--- src/rtl/core/hvd_pkg.sv ---
package hvd_pkg;

   // fixed field widths
   localparam int OP_W    = 2;
   localparam int STATE_W = 7;
   localparam int SYM_W   = 11;
   localparam int SCORE_W = 32;
   localparam int POS_W   = 6;
   localparam int IDX_W   = 6;

   // item opcodes
   typedef enum logic [OP_W-1:0] {
      OP_INIT  = 2'd0,
      OP_TRANS = 2'd1,
      OP_EMIS  = 2'd2,
      OP_OBS   = 2'd3
   } opcode_type;

   // datapath commands
   typedef enum logic [3:0] {
      CMD_NOP      = 4'd0,
      CMD_LOAD     = 4'd1,
      CMD_INIT_RD  = 4'd2,
      CMD_ACS_RD   = 4'd3,
      CMD_PATH_WR  = 4'd4,
      CMD_BEST_RD  = 4'd5,
      CMD_SEED     = 4'd6,
      CMD_TRACE_RD = 4'd7,
      CMD_TRACE_WR = 4'd8,
      CMD_OUT_RD   = 4'd9,
      CMD_OUT_LOAD = 4'd10
   } cmd_kind_type;

   typedef struct packed {
      logic             take;
      cmd_kind_type     kind;
      logic [IDX_W-1:0] j;
      logic [IDX_W-1:0] k;
      logic [POS_W-1:0] pos;
      logic             half;
      logic             first;
      logic             from_init;
      logic             last_tag;
      logic             too_long;
   } cmd_type;

endpackage

--- src/rtl/core/hvd_ctrl.sv ---
module hvd_ctrl #(
   parameter int NUM_STATES = 64,
   parameter int MAX_LEN    = 64
) (
   input  logic                         clock,
   input  logic                         reset,
   input  logic                         req_valid,
   input  logic [hvd_pkg::OP_W-1:0]     req_opcode,
   input  logic                         req_last,
   output logic                         req_ready,
   input  logic                         csr_valid,
   input  logic [hvd_pkg::STATE_W-1:0]  csr_data,
   output logic                         csr_ready,
   input  logic                         rsp_ready,
   output logic                         rsp_valid,
   output hvd_pkg::cmd_type             cmd
);

   localparam int SIW = $clog2(NUM_STATES);
   localparam int PW  = $clog2(MAX_LEN);
   localparam int CW  = $clog2(MAX_LEN + 1);
   localparam int SW7 = hvd_pkg::STATE_W;

   typedef enum logic [14:0] {
      S_IDLE       = 15'h0001,
      S_LOAD       = 15'h0002,
      S_OBS        = 15'h0004,
      S_INIT_RD    = 15'h0008,
      S_ACS_RD     = 15'h0010,
      S_ACS_WAIT   = 15'h0020,
      S_WR         = 15'h0040,
      S_BEST_RD    = 15'h0080,
      S_BEST_WAIT  = 15'h0100,
      S_SEED       = 15'h0200,
      S_TRACE_RD   = 15'h0400,
      S_TRACE_WAIT = 15'h0800,
      S_OUT_RD     = 15'h1000,
      S_OUT_LOAD   = 15'h2000,
      S_SPARE      = 15'h4000
   } state_type;

   state_type        state_ff, state_in;
   logic [SIW-1:0]   j_ff, j_in;
   logic [SIW-1:0]   k_ff, k_in;
   logic [PW-1:0]    i_ff, i_in;
   logic [CW-1:0]    cnt_ff, cnt_in;
   logic             ovf_ff, ovf_in;
   logic             last_ff, last_in;
   logic [SW7-1:0]   n_ff, n_in;
   logic             rsp_valid_ff, rsp_valid_in;

   logic             j_last, k_last, i_last, obs_full, rsp_free;
   logic [CW-1:0]    len_m1;

   assign j_last    = SW7'(j_ff) == (n_ff - SW7'(1));
   assign k_last    = SW7'(k_ff) == (n_ff - SW7'(1));
   assign len_m1    = cnt_ff - CW'(1);
   assign i_last    = CW'(i_ff) == len_m1;
   assign obs_full  = cnt_ff == CW'(MAX_LEN);
   assign rsp_free  = !rsp_valid_ff || rsp_ready;
   assign rsp_valid = rsp_valid_ff;
   assign csr_ready = 1'b1;

   // active state count, clamped to the built range
   always_comb begin
      n_in = n_ff;
      if (csr_valid) begin
         if (csr_data == '0) begin
            n_in = SW7'(1);
         end else if (csr_data > SW7'(NUM_STATES)) begin
            n_in = SW7'(NUM_STATES);
         end else begin
            n_in = csr_data;
         end
      end
   end

   // sequencer
   always_comb begin
      state_in     = state_ff;
      j_in         = j_ff;
      k_in         = k_ff;
      i_in         = i_ff;
      cnt_in       = cnt_ff;
      ovf_in       = ovf_ff;
      last_in      = last_ff;
      rsp_valid_in = rsp_valid_ff && !rsp_ready;
      req_ready    = 1'b0;
      cmd          = '0;
      cmd.kind     = hvd_pkg::CMD_NOP;
      case (state_ff)
         S_IDLE: begin
            req_ready = 1'b1;
            if (req_valid) begin
               cmd.take = 1'b1;
               last_in  = req_last;
               state_in = (req_opcode == hvd_pkg::OP_OBS) ? S_OBS : S_LOAD;
            end
         end
         S_LOAD: begin
            cmd.kind = hvd_pkg::CMD_LOAD;
            state_in = S_IDLE;
         end
         S_OBS: begin
            j_in = '0;
            k_in = '0;
            if (!obs_full) begin
               state_in = (cnt_ff == '0) ? S_INIT_RD : S_ACS_RD;
            end else begin
               ovf_in   = 1'b1;
               state_in = last_ff ? S_BEST_RD : S_IDLE;
            end
         end
         S_INIT_RD: begin
            cmd.kind = hvd_pkg::CMD_INIT_RD;
            cmd.j    = hvd_pkg::IDX_W'(j_ff);
            state_in = S_WR;
         end
         S_ACS_RD: begin
            cmd.kind  = hvd_pkg::CMD_ACS_RD;
            cmd.j     = hvd_pkg::IDX_W'(j_ff);
            cmd.k     = hvd_pkg::IDX_W'(k_ff);
            cmd.first = k_ff == '0;
            cmd.half  = ~cnt_ff[0];
            k_in      = k_ff + SIW'(1);
            if (k_last) begin
               state_in = S_ACS_WAIT;
            end
         end
         S_ACS_WAIT: begin
            state_in = S_WR;
         end
         S_WR: begin
            cmd.kind      = hvd_pkg::CMD_PATH_WR;
            cmd.j         = hvd_pkg::IDX_W'(j_ff);
            cmd.pos       = hvd_pkg::POS_W'(cnt_ff);
            cmd.half      = cnt_ff[0];
            cmd.from_init = cnt_ff == '0;
            k_in          = '0;
            if (j_last) begin
               j_in     = '0;
               cnt_in   = cnt_ff + CW'(1);
               state_in = last_ff ? S_BEST_RD : S_IDLE;
            end else begin
               j_in     = j_ff + SIW'(1);
               state_in = (cnt_ff == '0) ? S_INIT_RD : S_ACS_RD;
            end
         end
         S_BEST_RD: begin
            cmd.kind  = hvd_pkg::CMD_BEST_RD;
            cmd.j     = hvd_pkg::IDX_W'(j_ff);
            cmd.first = j_ff == '0;
            cmd.half  = len_m1[0];
            j_in      = j_ff + SIW'(1);
            if (j_last) begin
               state_in = S_BEST_WAIT;
            end
         end
         S_BEST_WAIT: begin
            state_in = S_SEED;
         end
         S_SEED: begin
            cmd.kind = hvd_pkg::CMD_SEED;
            cmd.pos  = hvd_pkg::POS_W'(len_m1);
            i_in     = PW'(len_m1);
            state_in = (len_m1 == '0) ? S_OUT_RD : S_TRACE_RD;
         end
         S_TRACE_RD: begin
            cmd.kind = hvd_pkg::CMD_TRACE_RD;
            cmd.pos  = hvd_pkg::POS_W'(i_ff);
            state_in = S_TRACE_WAIT;
         end
         S_TRACE_WAIT: begin
            cmd.kind = hvd_pkg::CMD_TRACE_WR;
            cmd.pos  = hvd_pkg::POS_W'(i_ff - PW'(1));
            i_in     = i_ff - PW'(1);
            state_in = (i_ff == PW'(1)) ? S_OUT_RD : S_TRACE_RD;
         end
         S_OUT_RD: begin
            cmd.kind = hvd_pkg::CMD_OUT_RD;
            cmd.pos  = hvd_pkg::POS_W'(i_ff);
            state_in = S_OUT_LOAD;
         end
         S_OUT_LOAD: begin
            if (rsp_free) begin
               cmd.kind     = hvd_pkg::CMD_OUT_LOAD;
               cmd.pos      = hvd_pkg::POS_W'(i_ff);
               cmd.last_tag = i_last;
               cmd.too_long = ovf_ff;
               rsp_valid_in = 1'b1;
               if (i_last) begin
                  cnt_in   = '0;
                  ovf_in   = 1'b0;
                  i_in     = '0;
                  state_in = S_IDLE;
               end else begin
                  i_in     = i_ff + PW'(1);
                  state_in = S_OUT_RD;
               end
            end
         end
         default: begin
            state_in = S_IDLE;
         end
      endcase
   end

   // control registers
   always_ff @(posedge clock) begin
      if (reset) begin
         state_ff     <= S_IDLE;
         j_ff         <= '0;
         k_ff         <= '0;
         i_ff         <= '0;
         cnt_ff       <= '0;
         ovf_ff       <= 1'b0;
         last_ff      <= 1'b0;
         n_ff         <= SW7'(NUM_STATES);
         rsp_valid_ff <= 1'b0;
      end else begin
         state_ff     <= state_in;
         j_ff         <= j_in;
         k_ff         <= k_in;
         i_ff         <= i_in;
         cnt_ff       <= cnt_in;
         ovf_ff       <= ovf_in;
         last_ff      <= last_in;
         n_ff         <= n_in;
         rsp_valid_ff <= rsp_valid_in;
      end
   end

endmodule

--- config.mk ---
export PLATFORM = sky130hd
export DESIGN_NAME = hvd_ctrl
export DESIGN_NICKNAME = d
export VERILOG_FILES = /design/src/rtl/core/hvd_pkg.sv /design/src/rtl/core/hvd_ctrl.sv
export SDC_FILE = /design/constraint.sdc
export NUM_CORES = 1
export LEC_CHECK = 0
export ABC_AREA = 1
export BUFFER_PORTS_ARGS = -buffer_cell sky130_fd_sc_hd__buf_2
export CAP_MARGIN = 20
export CORE_ASPECT_RATIO = 0.8
export CORE_UTILIZATION = 49
export DETAILED_ROUTE_END_ITERATION = 7
export PLACE_DENSITY_LB_ADDON = 0.05
export SYNTH_ARGS = -nofsm -noshare
export SYNTH_HDL_FRONTEND = slang
export SYNTH_SLANG_ARGS = --single-unit
--- constraint.sdc ---
create_clock -name clock -period 2.62 [get_ports clock]
set_input_delay 0.393 -clock clock [delete_from_list [all_inputs] [get_ports clock]]
set_output_delay 0.393 -clock clock [all_outputs]
set_load 0.01 [all_outputs]
=== Word level (Yosys, flattened, before mapping) ===
Cells that the tools add are included.

* Register bits after elaboration: 50
* Input port bits: 15
* Output and inout bits: 31
* Logic and storage cells: 113

* Add/sub/neg operators: 7
* $lt $le $gt $ge: 1
* Equality and inequality tests: 27
* Mux-type cells: 45
* Bitwise logic cells: 1
* Reductions and logical operators: 23

{| class="wikitable"
|+ Operators with widths
! operator !! count
|-
| $pmux W15 S12 || 1
|-
| $mux W15 || 4
|-
| $pmux W4 S10 || 1
|-
| $mux W13 || 3
|-
| $mux W6 || 6
|-
| $pmux W6 S3 || 2
|-
| $mux W7 || 5
|-
| $pmux W6 S5 || 1
|-
| $mux W8 || 3
|-
| $eq A6 B7 Y1 || 3
|-
| $logic_not A7 Y1 || 3
|-
| $add A6 B1 Y6 const B || 3
|-
| $eq A15 B1 Y1 const B || 1
|-
| $eq A15 B10 Y1 const B || 1
|-
| $eq A15 B11 Y1 const B || 1
|-
| $eq A15 B12 Y1 const B || 1
|-
| $eq A15 B13 Y1 const B || 1
|-
| $eq A15 B14 Y1 const B || 1
|-
| $eq A15 B2 Y1 const B || 1
|-
| $eq A15 B3 Y1 const B || 1
|-
| $eq A15 B4 Y1 const B || 1
|-
| $eq A15 B5 Y1 const B || 1
|-
| $eq A15 B6 Y1 const B || 1
|-
| $eq A15 B7 Y1 const B || 1
|-
| 30 further kinds || 57
|}

=== Depth between registers and ports, before layout ===
Gate-level depths: netlist of the first run.

* Depth after elaboration: 5
* Depth in mapped cells: 17

=== Worst setup path after synthesis of the first run ===
OpenSTA, ideal clock, no wires.

* Path kind: flip-flop to output port
* Start: register cnt_ff[0]
* End: output port cmd[1] (netlist bit)
* Arrival time: 1.694 ns
* Setup slack: 0.533 ns
* Stages on the path, launching flop included: 12
* Path through: dfxtp_1 inv_2 ha_1 nand2_1 inv_1 nor2_1 nand2_1 nor2_1 nand3_2 nor2_4 nand3_2 nor2_1

{| class="wikitable"
|+ RTL lines
! item !! RTL line !! source
|-
| start, declared || hvd_ctrl.sv:46 || <nowiki>logic [CW-1:0] cnt_ff, cnt_in;</nowiki>
|-
| start signal, assigned || hvd_ctrl.sv:225 || <nowiki>cnt_ff <= cnt_in;</nowiki>
|-
| end, declared || hvd_ctrl.sv:16 || <nowiki>output hvd_pkg::cmd_type cmd</nowiki>
|}

==> results of run 1 <==
-- worst min path at each step --
stage	to	start	slack, ns	cells after the start
after floorplan	state_ff[7]$_SDFFE_PP0P_	last_ff$_SDFFE_PP0P_	0.44	2
after global placement	state_ff[7]$_SDFFE_PP0P_	last_ff$_SDFFE_PP0P_	0.48	2
after detailed placement	state_ff[7]$_SDFFE_PP0P_	last_ff$_SDFFE_PP0P_	0.47	2
after CTS	state_ff[2]$_SDFFE_PP0P_	req_opcode[0]	0.35	3
after global routing	state_ff[2]$_SDFFE_PP0P_	req_opcode[0]	0.35	3
final	state_ff[2]$_SDFFE_PP0P_	req_opcode[1]	0.36	3
-- per-stage QoR --
step | area, um2 | util [%] | worst slack, ns | hold slack (ns)
detailed placement | 4200 | 55.8 | 0.367 | 0.471
finish | 4300 | 57.1 | 0.182 | 0.360
global route | 4300 | 57.1 | 0.0346 | 0.350
CTS | 4290 | 56.9 | 0.0302 | 0.354
floorplan | 3890 | - | 0.533 | 0.439
global placement | 4200 | 55.8 | 0.421 | 0.480
-- placed cells by master, fill, tap and decap left out, types with 2 or more instances in the layout --
cell type  netlist  routed
buf_2            4      44
nand2_4          3       3
dfxtp_1         49      48
nor4_1           2       2
nand3_2          7       7
o2111ai_1        4       4
nor3_1          12      11
nor3_2           4       5
clkbuf_8         0       5
a211oi_1         3       3
xor2_1          13      13
clkbuf_1         5       2
o21ai_0         18      18
o21ai_1          2       2
nand2_1        144     144
nand2_2         13      13
clkinv_1         2       2
nor2_1          77      75
inv_2           12      12
ha_1            11      11
nand4_1         11      11
nor3b_1          3       3
nor2_8           2       2
nand3_1         76      76
a21oi_1         29      29
nor2_4           6       6
o22ai_1          5       5
inv_1           82      82
buf_4            4       6
nor2_2           5       7
nand3_4          2       2
-- cells by family after synthesis --
family                   count (synthesis)  synth area share, %
AND/OR/NAND/NOR                        371                 46.3
buffers and inverters                  110                 11.3
AO/OA/AOI/OAI                           67                 10.1
flip-flops                              49                 25.2
XOR/XNOR                                14                 3.35
adder cells (fa/ha/maj)                 11                 3.54
other                                    1               0.0965
-- repair_timing --
item	CTS	global route
endpoints found under the setup margin	0	9
resized for setup	0	5
hold buffers	0	0
-- power breakdown --
part | leakage (nW) | total [mW] | internal [mW] | switching [mW]
Combinational | 1.72 | 0.313 | 0.101 | 0.212
Clock | 0.0385 | 0.446 | 0.190 | 0.257
Sequential | 0.397 | 0.777 | 0.762 | 0.0152
Total | 2.15 | 1.54 | 1.05 | 0.484
-- critical path: cells and delay by family (launching register included) --
kind | cells | cell delay (ns)
adder cells (fa/ha/maj) | 1 | 0.36
buffers and inverters | 3 | 0.26
flip-flops | 1 | 0.35
AND/OR/NAND/NOR | 8 | 0.77
-- layout make-up --
type	instances	area (um2)	share of cell area, %
Multi-Input combinational cell	464	2470	57.6
Sequential cell	49	985	22.9
Timing Repair Buffer	50	265	6.17
Tap cell	105	131	3.05
Clock buffer	7	76.3	1.77
Clock inverter	1	7.51	0.175
Inverter	96	360	8.38
-- flip-flops by register name (all words and copies together) (netlist names) --
name       count
state_ff      14
cnt_ff         7
n_ff           7
i_ff           6
j_ff           6
k_ff           6
last_ff        1
ovf_ff         1
rsp_valid      1
-- layer usage --
metal / GRT usage, % / up-vias / wire length, um
met3: 4.60 / 12 / 774
met4: 7.39 / 0 / 132
met5: 0 / - / 0
li1: - / 2089 / -
met2: 41.2 / 150 / 4610
met1: 41.3 / 1878 / 5550
==> metrics.md, run 1 <==
| Metric | Value |
|---|---|
| Post-synth EDFFs | `0` |
| Clk slew on worst S/H paths | `around 0.09 ns` |
| Final Hold Viols | `0` |
| Lkg Pwr | `between 2 and 2.5 nW` |
| Run status | `finished, final reports clean` |
| Detailed Route WL | `about 11000 um` |
| Yosys cell types | `43` |
| Max Cap Viol | `0` |
| Warnings from Yosys | `0` |
| Syn avg cell area | `about 6.2 um2` |
| Most common library cells after synthesis | `nand2_1 (144), inv_1 (82), nor2_1 (77)` |
| R2R setup slack | `about 0.5 ns` |
| Final setup viols | `0` |
| Final Max Tran Viols | `0` |
| Setup crit end | `cmd[1]` |
| Dpl cells | `around 760` |
| Total die area | `between 8000 and 9000 um2` |
| Tot Pwr | `approximately 1.5 mW` |
| Via/cell ratio | `5.35` |
| Largest net degree at the start of global routing | `32` |
| Maximum VDD drop | `~0.2 mV` |
| Routed len/inst | `about 14 um` |
| Clk_skew | `around 0.0085 ns` |
| Post-Synthesis Net Count | `around 650` |
| Unrepaired setup endpoints after global routing | `false` |
| Final period util | `roughly 93%` |
| Port Buffer Count | `44` |
| Total track usage | `27.9%` |
| #FFs+latches synth | `49` |
| Top-area cell type share of the netlist area | `between 20% and 30%` |
| Worst path slowest cell | `ha_1` |
| DRT antenna net count | `0` |
| Layout fillers | `approximately 800` |
| DPL Wire Length | `just under 9000 um` |
| Layout cells sized above 1 | `17.8%` |
| Reg-to-reg critical path endpoint | `state_ff[8]$_SDFFE_PP0P_` |
| Total gr overflow | `0` |
| R2r startpoint | `n_ff[0]$_SDFFE_PP0P_` |
| Crit Path Max Fanout | `9` |
| Sequential fraction of the synthesis area | `~25%` |
| Most Frequent Cell on Critical Path | `nor2_1` |
| Worst Setup End Kind | `primary output` |
| CTS sink count | `just under 50` |
| Pwr Density | `around 360 nW/um2` |
| Tmin final | `around 2.4 ns` |
| Synth area leader | `dfxtp_1` |
| Setup crit start | `cnt_ff[0]$_SDFFE_PP0P_` |
| Antenna Cells | `0` |
| CP Class | `flop to primary output` |
| Critical Path AT | `just over 2 ns` |
| Die span in y | `slightly above 80 um` |
| Synth Flop Type | `dfxtp_1` |
| Sum Neg Setup Slack | `0 ns` |
| Final cell count without fillers | `772` |
| WP data required | `approximately 2.2 ns` |
| R2r worst-path depth | `13` |
| Initial DRC Count | `333` |
| Initial DRT Pass Iterations | `4` |
| First-pass GRT wire length | `17800 um` |
| CTS root buffer | `clkbuf_8` |
| Number of antenna violations at the first check in global routing | `0` |
| Max H-tree Level | `2` |
| Residual DRC | `0` |
| Startpoint Class | `flop` |
| CTS tree | `built` |
| Top cells by area, synth | `dfxtp_1 (25%), nand2_1 (14%), nand3_1 (9.8%)` |
| Initial Utilization | `around half` |
| Post-CTS Setup Repair Bufs | `0` |
| Final RePlAce weighted congestion | `about 0.93` |
| Synth async-reset ratio | `0%` |
| Achievable Freq | `410 MHz` |
| I/O pin count | `46` |
| Netlist Area Pre-Place | `between 3000 and 4000 um2` |
| Row count | `28` |
| Mapped Cells | `623` |
| Vias in the first global route | `3639` |
| Area delta synth->final | `10.7%` |
| Chip width | `102 um` |
| Crit-path cells | `inv_2, ha_1, nand2_1, inv_1, nor2_1, nand2_1, nor2_1, nand3_2, nor2_4, nand3_2, nor2_1, buf_2` |
| Worst min path class | `input port to flop` |
| Nets | `692` |
| Crit path largest cell delay | `between 0.3 and 0.4 ns` |
| Core area | `~7500 um2` |
| Top-count cell post-synth | `nand2_1` |
| Later-pin clock latency in the skew report | `~0.3 ns` |
| Longest Clk Path Bufs | `2` |
| Via count | `4129` |
| Number of buffers created by CTS | `5` |
Note: power is estimated with default switching activity, not from simulation.
==> run 2, diff against run 1 <==
- CORE_ASPECT_RATIO: 0.8 -> 1.4
- PLACE_DENSITY: not set -> 0.8
- PLACE_DENSITY_LB_ADDON: 0.05 -> not set
==> run 2 against run 1 <==
Clock power up 4.5%; register-to-register slack worse by 0.09 ns; combinational power about the same; routed wire length up 1.1%; via count up 1.6%; critical endpoint unchanged; largest power group unchanged; highest routed layer unchanged.
==> metrics.md, run 2 (synthesis gave the netlist of run 1 again) <==
| Metric | Value |
|---|---|
| Run status | `finished, final reports clean` |
| Core area | `7700 um2 (+2.3%)` |
| P_sw | `486 uW (+0.31%)` |
| Final Hold Viols | `0 (unchanged)` |
| Unrepaired setup endpoints after global routing | `false` |
| Worst min path class | `input port to flop` |
| Lkg Pwr | `2.16 nW (+0.27%)` |
| Detailed Route WL | `11200 um (+1.1%)` |
| Port Buffer Count | `44 (unchanged)` |
| Initial DRC Count | `228 (-32%)` |
| Most frequent cells in the layout | `nand2_1 (144), inv_1 (82), nand3_1 (74), nor2_1 (73), dfxtp_1 (47)` |
| Switching fraction of total power | `31.2% (-0.32 points)` |
| Row count | `38 (+36%)` |
| Achievable Freq | `404 MHz (-1.4%)` |
| I/O pin count | `46 (unchanged)` |
| Via count | `4194 (+1.6%)` |
| Antenna Cells | `0 (unchanged)` |
| Max Cap Viol | `0 (unchanged)` |
| Later-pin clock latency in the skew report | `0.31 ns (about the same)` |
| Leading cell type in the layout, fill and taps excluded | `nand2_1` |
| Layout fillers | `793 (-1.1%)` |
| Sum Neg Setup Slack | `0 ns (unchanged)` |
| CP delay by family, top | `simple AND/OR/NAND/NOR gates` |
| Chip width | `77.3 um (-24%)` |
| Multi-input gate area | `2500 um2 (+1.1%)` |
| Final period util | `94.4% (+1.3 points)` |
| Largest register FFs | `14 (unchanged)` |
| CP Class | `flop to primary output` |
| WP data required | `2.23 ns (about the same)` |
| Final RePlAce weighted congestion | `0.959 (+2.8%)` |
| DRT antenna net count | `0 (unchanged)` |
| Buffer and inverter count on the worst path | `2 (-1)` |
| Clk slew on worst S/H paths | `0.09 ns (about the same)` |
| Number of antenna violations at the first check in global routing | `0 (unchanged)` |
| Crit-path cells | `inv_1, ha_4, nor2_1, nor2_1, nand2_1, nor2_1, nand3_2, nor2_4, nand3_2, nor2_1, buf_2` |
| Crit path largest cell delay | `0.39 ns (+0.03 ns)` |
| Max H-tree Level | `2 (unchanged)` |
| Fin worst setup slack | `0.148 ns (-0.0340 ns)` |
| Total track usage | `27.3% (-0.58 points)` |
| Logic pwr share | `20.2% (-0.2 points)` |
| Total die area | `8300 um2 (about the same)` |
| CTS tree | `built` |
| Largest Register | `state_ff` |
| Layout cells sized above 1 | `18.6% (+0.81 points)` |
| Via/cell ratio | `5.48 (+2.5%)` |
| DP Worst Slack | `0.222 ns (-0.145 ns)` |
| Cts hold-fix bufs | `0 (unchanged)` |
| Vias in the first global route | `3940 (+8.3%)` |
| First-pass GRT wire length | `17800 um (about the same)` |
| Most Frequent Cell on Critical Path | `nor2_1` |
| Biggest regs | `state_ff: 14 flops, cnt_ff: 7 flops, n_ff: 7 flops` |
| CTS sink count | `49 (unchanged)` |
| Clk_skew | `0.0128 ns (+0.00422 ns)` |
| Die span in y | `107 um (+31%)` |
| Min Hold Slack | `0.349 ns (-0.0114 ns)` |
| Final Max Tran Viols | `0 (unchanged)` |
| CTS root buffer | `clkbuf_8` |
| Total gr overflow | `0 (unchanged)` |
| Initial Utilization | `50.5% (-1.1 points)` |
| Worst Setup End Kind | `primary output` |
| Routed len/inst | `14.6 um (+2.1%)` |
| Number of buffers created by CTS | `5 (unchanged)` |
| Nets | `691 (-0.14%)` |
| Area delta synth->final | `11.2%` |
| Storage element area | `988 um2 (+0.38%)` |
| Internal Power | `1.07 mW (+1.8%)` |
| Fin util | `56.1% (-0.97 points)` |
| Startpoint Class | `flop` |
| Longest Clk Path Bufs | `2 (unchanged)` |
| Final setup viols | `0 (unchanged)` |
| Largest net degree at the start of global routing | `32 (unchanged)` |
| R2R setup slack | `0.40 ns (-0.09 ns)` |
| Residual DRC | `0 (unchanged)` |
| Reg power frac | `49.8% (-0.7 points)` |
| Maximum VDD drop | `0.286 mV (+44%)` |
| Tmin final | `2.47 ns (+0.0340 ns)` |
| Pwr Density | `360 nW/um2 (+0.82%)` |
| Power share of the clock group | `30.0% (+0.9 points)` |
| Worst path slowest cell | `dfxtp_4` |
| Initial DRT Pass Iterations | `5 (+1)` |
| DPL Wire Length | `8730 um (-0.54%)` |
| Post-CTS Setup Repair Bufs | `0 (unchanged)` |
| Crit Path Max Fanout | `6 (-3)` |
| Critical Path AT | `2.08 ns (+0.03 ns)` |
run 2: changes by cell type in the layout (fill, tap and decap cells not counted), sizes merged:
| cell | delta |
|---|---|
| clkinvlp | -1 |
| buf | -1 |
run 2: power groups by stage:
stage | Clock [mW] | Sequential (mW) | Combinational, mW
global route | 0.500 | 0.778 | 0.345
floorplan | 0 | 0.791 | 0.234
CTS | 0.473 | 0.776 | 0.309
detailed placement | 0 | 0.795 | 0.307
finish | 0.466 | 0.776 | 0.315
global placement | 0 | 0.794 | 0.298
run 2: routing by layer:
metal  up-vias  global-route usage (%)  part of all wire (%)  wire length, um
li1       2087                       -                     -                -
met1      1933                    28.6                    40             4430
met2       135                    51.6                    52             5780
met3        39                    2.88                   3.7              414
met4         0                    16.4                   5.1              569
met5         -                       0                     0                0
run 2: worst register-to-register path: stages, from the launching register on:
cell and delay (ns):
dfxtp_1 0.43, inv_2 0.10, ha_1 0.31, inv_1 0.11, nand2_1 0.08, nand3_1 0.10, nand2_1 0.06, nor2_1 0.08
nand3_1 0.10, nor2_2 0.15, nand2_2 0.13, nand2_2 0.13, nand2_2 0.07, nor2_4 0.13, nand2_1 0.07, nand2_1 0.05
nor2_1 0.04
run 2: final timing paths:
path | startpoint | endpoint | cells past startpoint
setup reg to reg | n_ff[0]$_SDFFE_PP0P_ | cnt_ff[0]$_SDFFE_PP0P_ | 16
hold / removal | req_last | last_ff$_SDFFE_PP0P_ | 3
setup / recovery | cnt_ff[1]$_SDFFE_PP0P_ | cmd[1] | 11
hold reg to reg | last_ff$_SDFFE_PP0P_ | state_ff[7]$_SDFFE_PP0P_ | 2
run 2: metrics by stage:
step | power [mW] | cell area, um2 | std cells
floorplan | 1.03 | 3890 | 623
global placement | 1.09 | 4190 | 758
detailed placement | 1.10 | 4190 | 758
CTS | 1.56 | 4280 | 765
global route | 1.62 | 4320 | 765
finish | 1.56 | 4320 | 765
run 2: final cells by class:
cell class	count	share of cell area, %
repair buffers	49	5.96
inverters	96	8.39
flip-flops and latches	49	22.9
well taps	100	2.89
multi-input cells	464	57.9
clock buffers	7	2.00
run 2: repair_timing:
action	4_1_cts	5_1_grt
gates resized for setup	3	10
setup endpoints to repair	1	13
endpoints found under the hold margin	0	0
==> run 3, diff against run 2 <==
- CORE_MARGIN: not set -> 2
==> run 3 against run 2 <==
Sequential share of layout area shrank 0.14 points; combinational power grew 2%; sequential cell count is the same; register-to-register slack gained 0.06 ns; first-iteration DRC count shrank 5.3%; clock skew shrank 0.0044 ns; core utilization grew 0.36 points; via count shrank 0.72%; sequential power is essentially flat; worst hold slack gained 0.0090 ns; total power grew 7.0%; clock power grew 22%; critical endpoint is now cmd[4].
==> metrics.md, run 3 (synthesis gave the netlist of run 1 again) <==
| Metric | Value |
|---|---|
| Final Max Tran Viols | `0 (unchanged)` |
| Total track usage | `26.1% (-1.2 points)` |
| Antenna Cells | `0 (unchanged)` |
| Leading cell type in the layout, fill and taps excluded | `nand2_1` |
| CTS sink count | `49 (unchanged)` |
| Via/cell ratio | `5.43 (-0.97%)` |
| Number of buffers created by CTS | `5 (unchanged)` |
| Post-CTS Setup Repair Bufs | `0 (unchanged)` |
| Residual DRC | `0 (unchanged)` |
| Chip width | `79.3 um (+2.6%)` |
| Nets | `692 (+0.14%)` |
| Port Buffer Count | `44 (unchanged)` |
| Detailed Route WL | `11000 um (-1.4%)` |
| Clk slew on worst S/H paths | `0.09 ns (about the same)` |
| Layout cells sized above 1 | `18.4% (-0.21 points)` |
| Vias in the first global route | `3855 (-2.2%)` |
| Fin worst setup slack | `0.211 ns (+0.0632 ns)` |
| Core area | `7700 um2 (unchanged)` |
| Startpoint Class | `flop` |
| Largest register FFs | `14 (unchanged)` |
| Pwr Density | `383 nW/um2 (+6.4%)` |
| Crit-path cells | `nor2_4, nand3_4, nor2_8, nand3_1, nand2_1, inv_1, o21ai_0, buf_2` |
| WP data required | `2.23 ns (about the same)` |
| Final RePlAce weighted congestion | `1.00 (+4.6%)` |
| Worst Setup End Kind | `primary output` |
| Worst min path class | `input port to flop` |
| CP Class | `flop to primary output` |
| I/O pin count | `46 (unchanged)` |
| Clk_skew | `0.00835 ns (-0.00442 ns)` |
| Run status | `finished, final reports clean` |
| Routed len/inst | `14.4 um (-1.6%)` |
| Total gr overflow | `0 (unchanged)` |
| Row count | `38 (unchanged)` |
| Unrepaired setup endpoints after global routing | `false` |
| Die span in y | `109 um (+1.9%)` |
| CTS root buffer | `clkbuf_8` |
| Number of antenna violations at the first check in global routing | `0 (unchanged)` |
| Final period util | `91.9% (-2.4 points)` |
| Crit path largest cell delay | `0.36 ns (-0.03 ns)` |
| Final Hold Viols | `0 (unchanged)` |
| Sum Neg Setup Slack | `0 ns (unchanged)` |
| Longest Clk Path Bufs | `2 (unchanged)` |
| Initial DRC Count | `216 (-5.3%)` |
| DP Worst Slack | `0.333 ns (+0.112 ns)` |
| Max H-tree Level | `2 (unchanged)` |
| Maximum VDD drop | `0.253 mV (-11%)` |
| Critical Path AT | `2.02 ns (-0.06 ns)` |
| Final setup viols | `0 (unchanged)` |
| Most frequent cells in the layout | `nand2_1 (144), inv_1 (82), nor2_1 (75), nand3_1 (75), dfxtp_1 (47)` |
| Area delta synth->final | `11.9%` |
| Lkg Pwr | `2.17 nW (+0.76%)` |
| Initial Utilization | `50.5% (unchanged)` |
| First-pass GRT wire length | `17600 um (-0.93%)` |
| Later-pin clock latency in the skew report | `0.31 ns (about the same)` |
| CTS tree | `built` |
| Worst path slowest cell | `dfxtp_1` |
| DPL Wire Length | `8800 um (+0.78%)` |
| DRT antenna net count | `0 (unchanged)` |
| Total die area | `8670 um2 (+4.5%)` |
| Achievable Freq | `415 MHz (+2.6%)` |
| Via count | `4164 (-0.72%)` |
| Initial DRT Pass Iterations | `5 (unchanged)` |
| Max Cap Viol | `0 (unchanged)` |
| Largest Register | `state_ff` |
| Biggest regs | `state_ff: 14 flops, cnt_ff: 7 flops, n_ff: 7 flops` |
| Tmin final | `2.41 ns (-0.0632 ns)` |
| Crit Path Max Fanout | `9 (+3)` |
| Largest net degree at the start of global routing | `32 (unchanged)` |
[run 3: final cells by class]
type	instances	area, um2
clock inverter	1	30.0
inverter	96	363
tap	100	125
clock buffer	7	86.3
multi-input combinational	464	2490
fill	806	3350
timing repair buffer	50	265
sequential	49	988
[run 3: worst paths after layout]
path                                          startpoint                        to  slack (ns)  cells after the start
worst max-delay path            state_ff[8]$_SDFFE_PP0P_                    cmd[4]        0.21                      8
worst min-delay path                       req_opcode[1]  state_ff[1]$_SDFFE_PP0P_        0.36                      4
worst max register to register  state_ff[2]$_SDFFE_PP0P_      i_ff[4]$_SDFFE_PP0P_        0.46                     10
worst min register to register      last_ff$_SDFFE_PP0P_  state_ff[7]$_SDFFE_PP0P_        0.47                      2
[run 3: layer usage]
layer | up-vias | part of all wire (%) | GRT usage (%)
met5 | - | 0 | 0
met4 | 0 | 4.3 | 14.9
met3 | 39 | 3.9 | 3.28
met2 | 131 | 54 | 50.2
met1 | 1908 | 38 | 26.7
li1 | 2086 | - | -
[run 3: stage by stage]
step                      instance area [um2]  total power [mW]  utilization, %  hold slack [ns]  std cells
after floorplan                          3890              1.03               -            0.439        623
after global placement                   4200              1.10            54.5            0.452        759
after detailed placement                 4200              1.11            54.5            0.458        759
after CTS                                4310              1.67            56.0            0.355        767
after global routing                     4350              1.74            56.5            0.351        767
final                                    4350              1.67            56.5            0.358        767
[run 3: critical path: cells and delay by family (launching register included)]
kind                   cells  cell delay, ns
AOI/OAI and AO/OA          1            0.28
buffers and inverters      2            0.25
DFF                        1            0.36
and+or+nand+nor            5            0.80
[run 3: power by group]
group	internal [mW]	switching [mW]
registers	0.760	0.0170
logic	0.102	0.220
clock network	0.312	0.256
total	1.17	0.493
[run 3: timing repair]
| item | 4_1_cts | 5_1_grt |
|---|---|---|
| gates cloned | 0 | 0 |
| pin swaps | 0 | 0 |
| endpoints found under the setup margin | 1 | 13 |
| hold buffers | 0 | 0 |
| gates resized for setup | 1 | 10 |
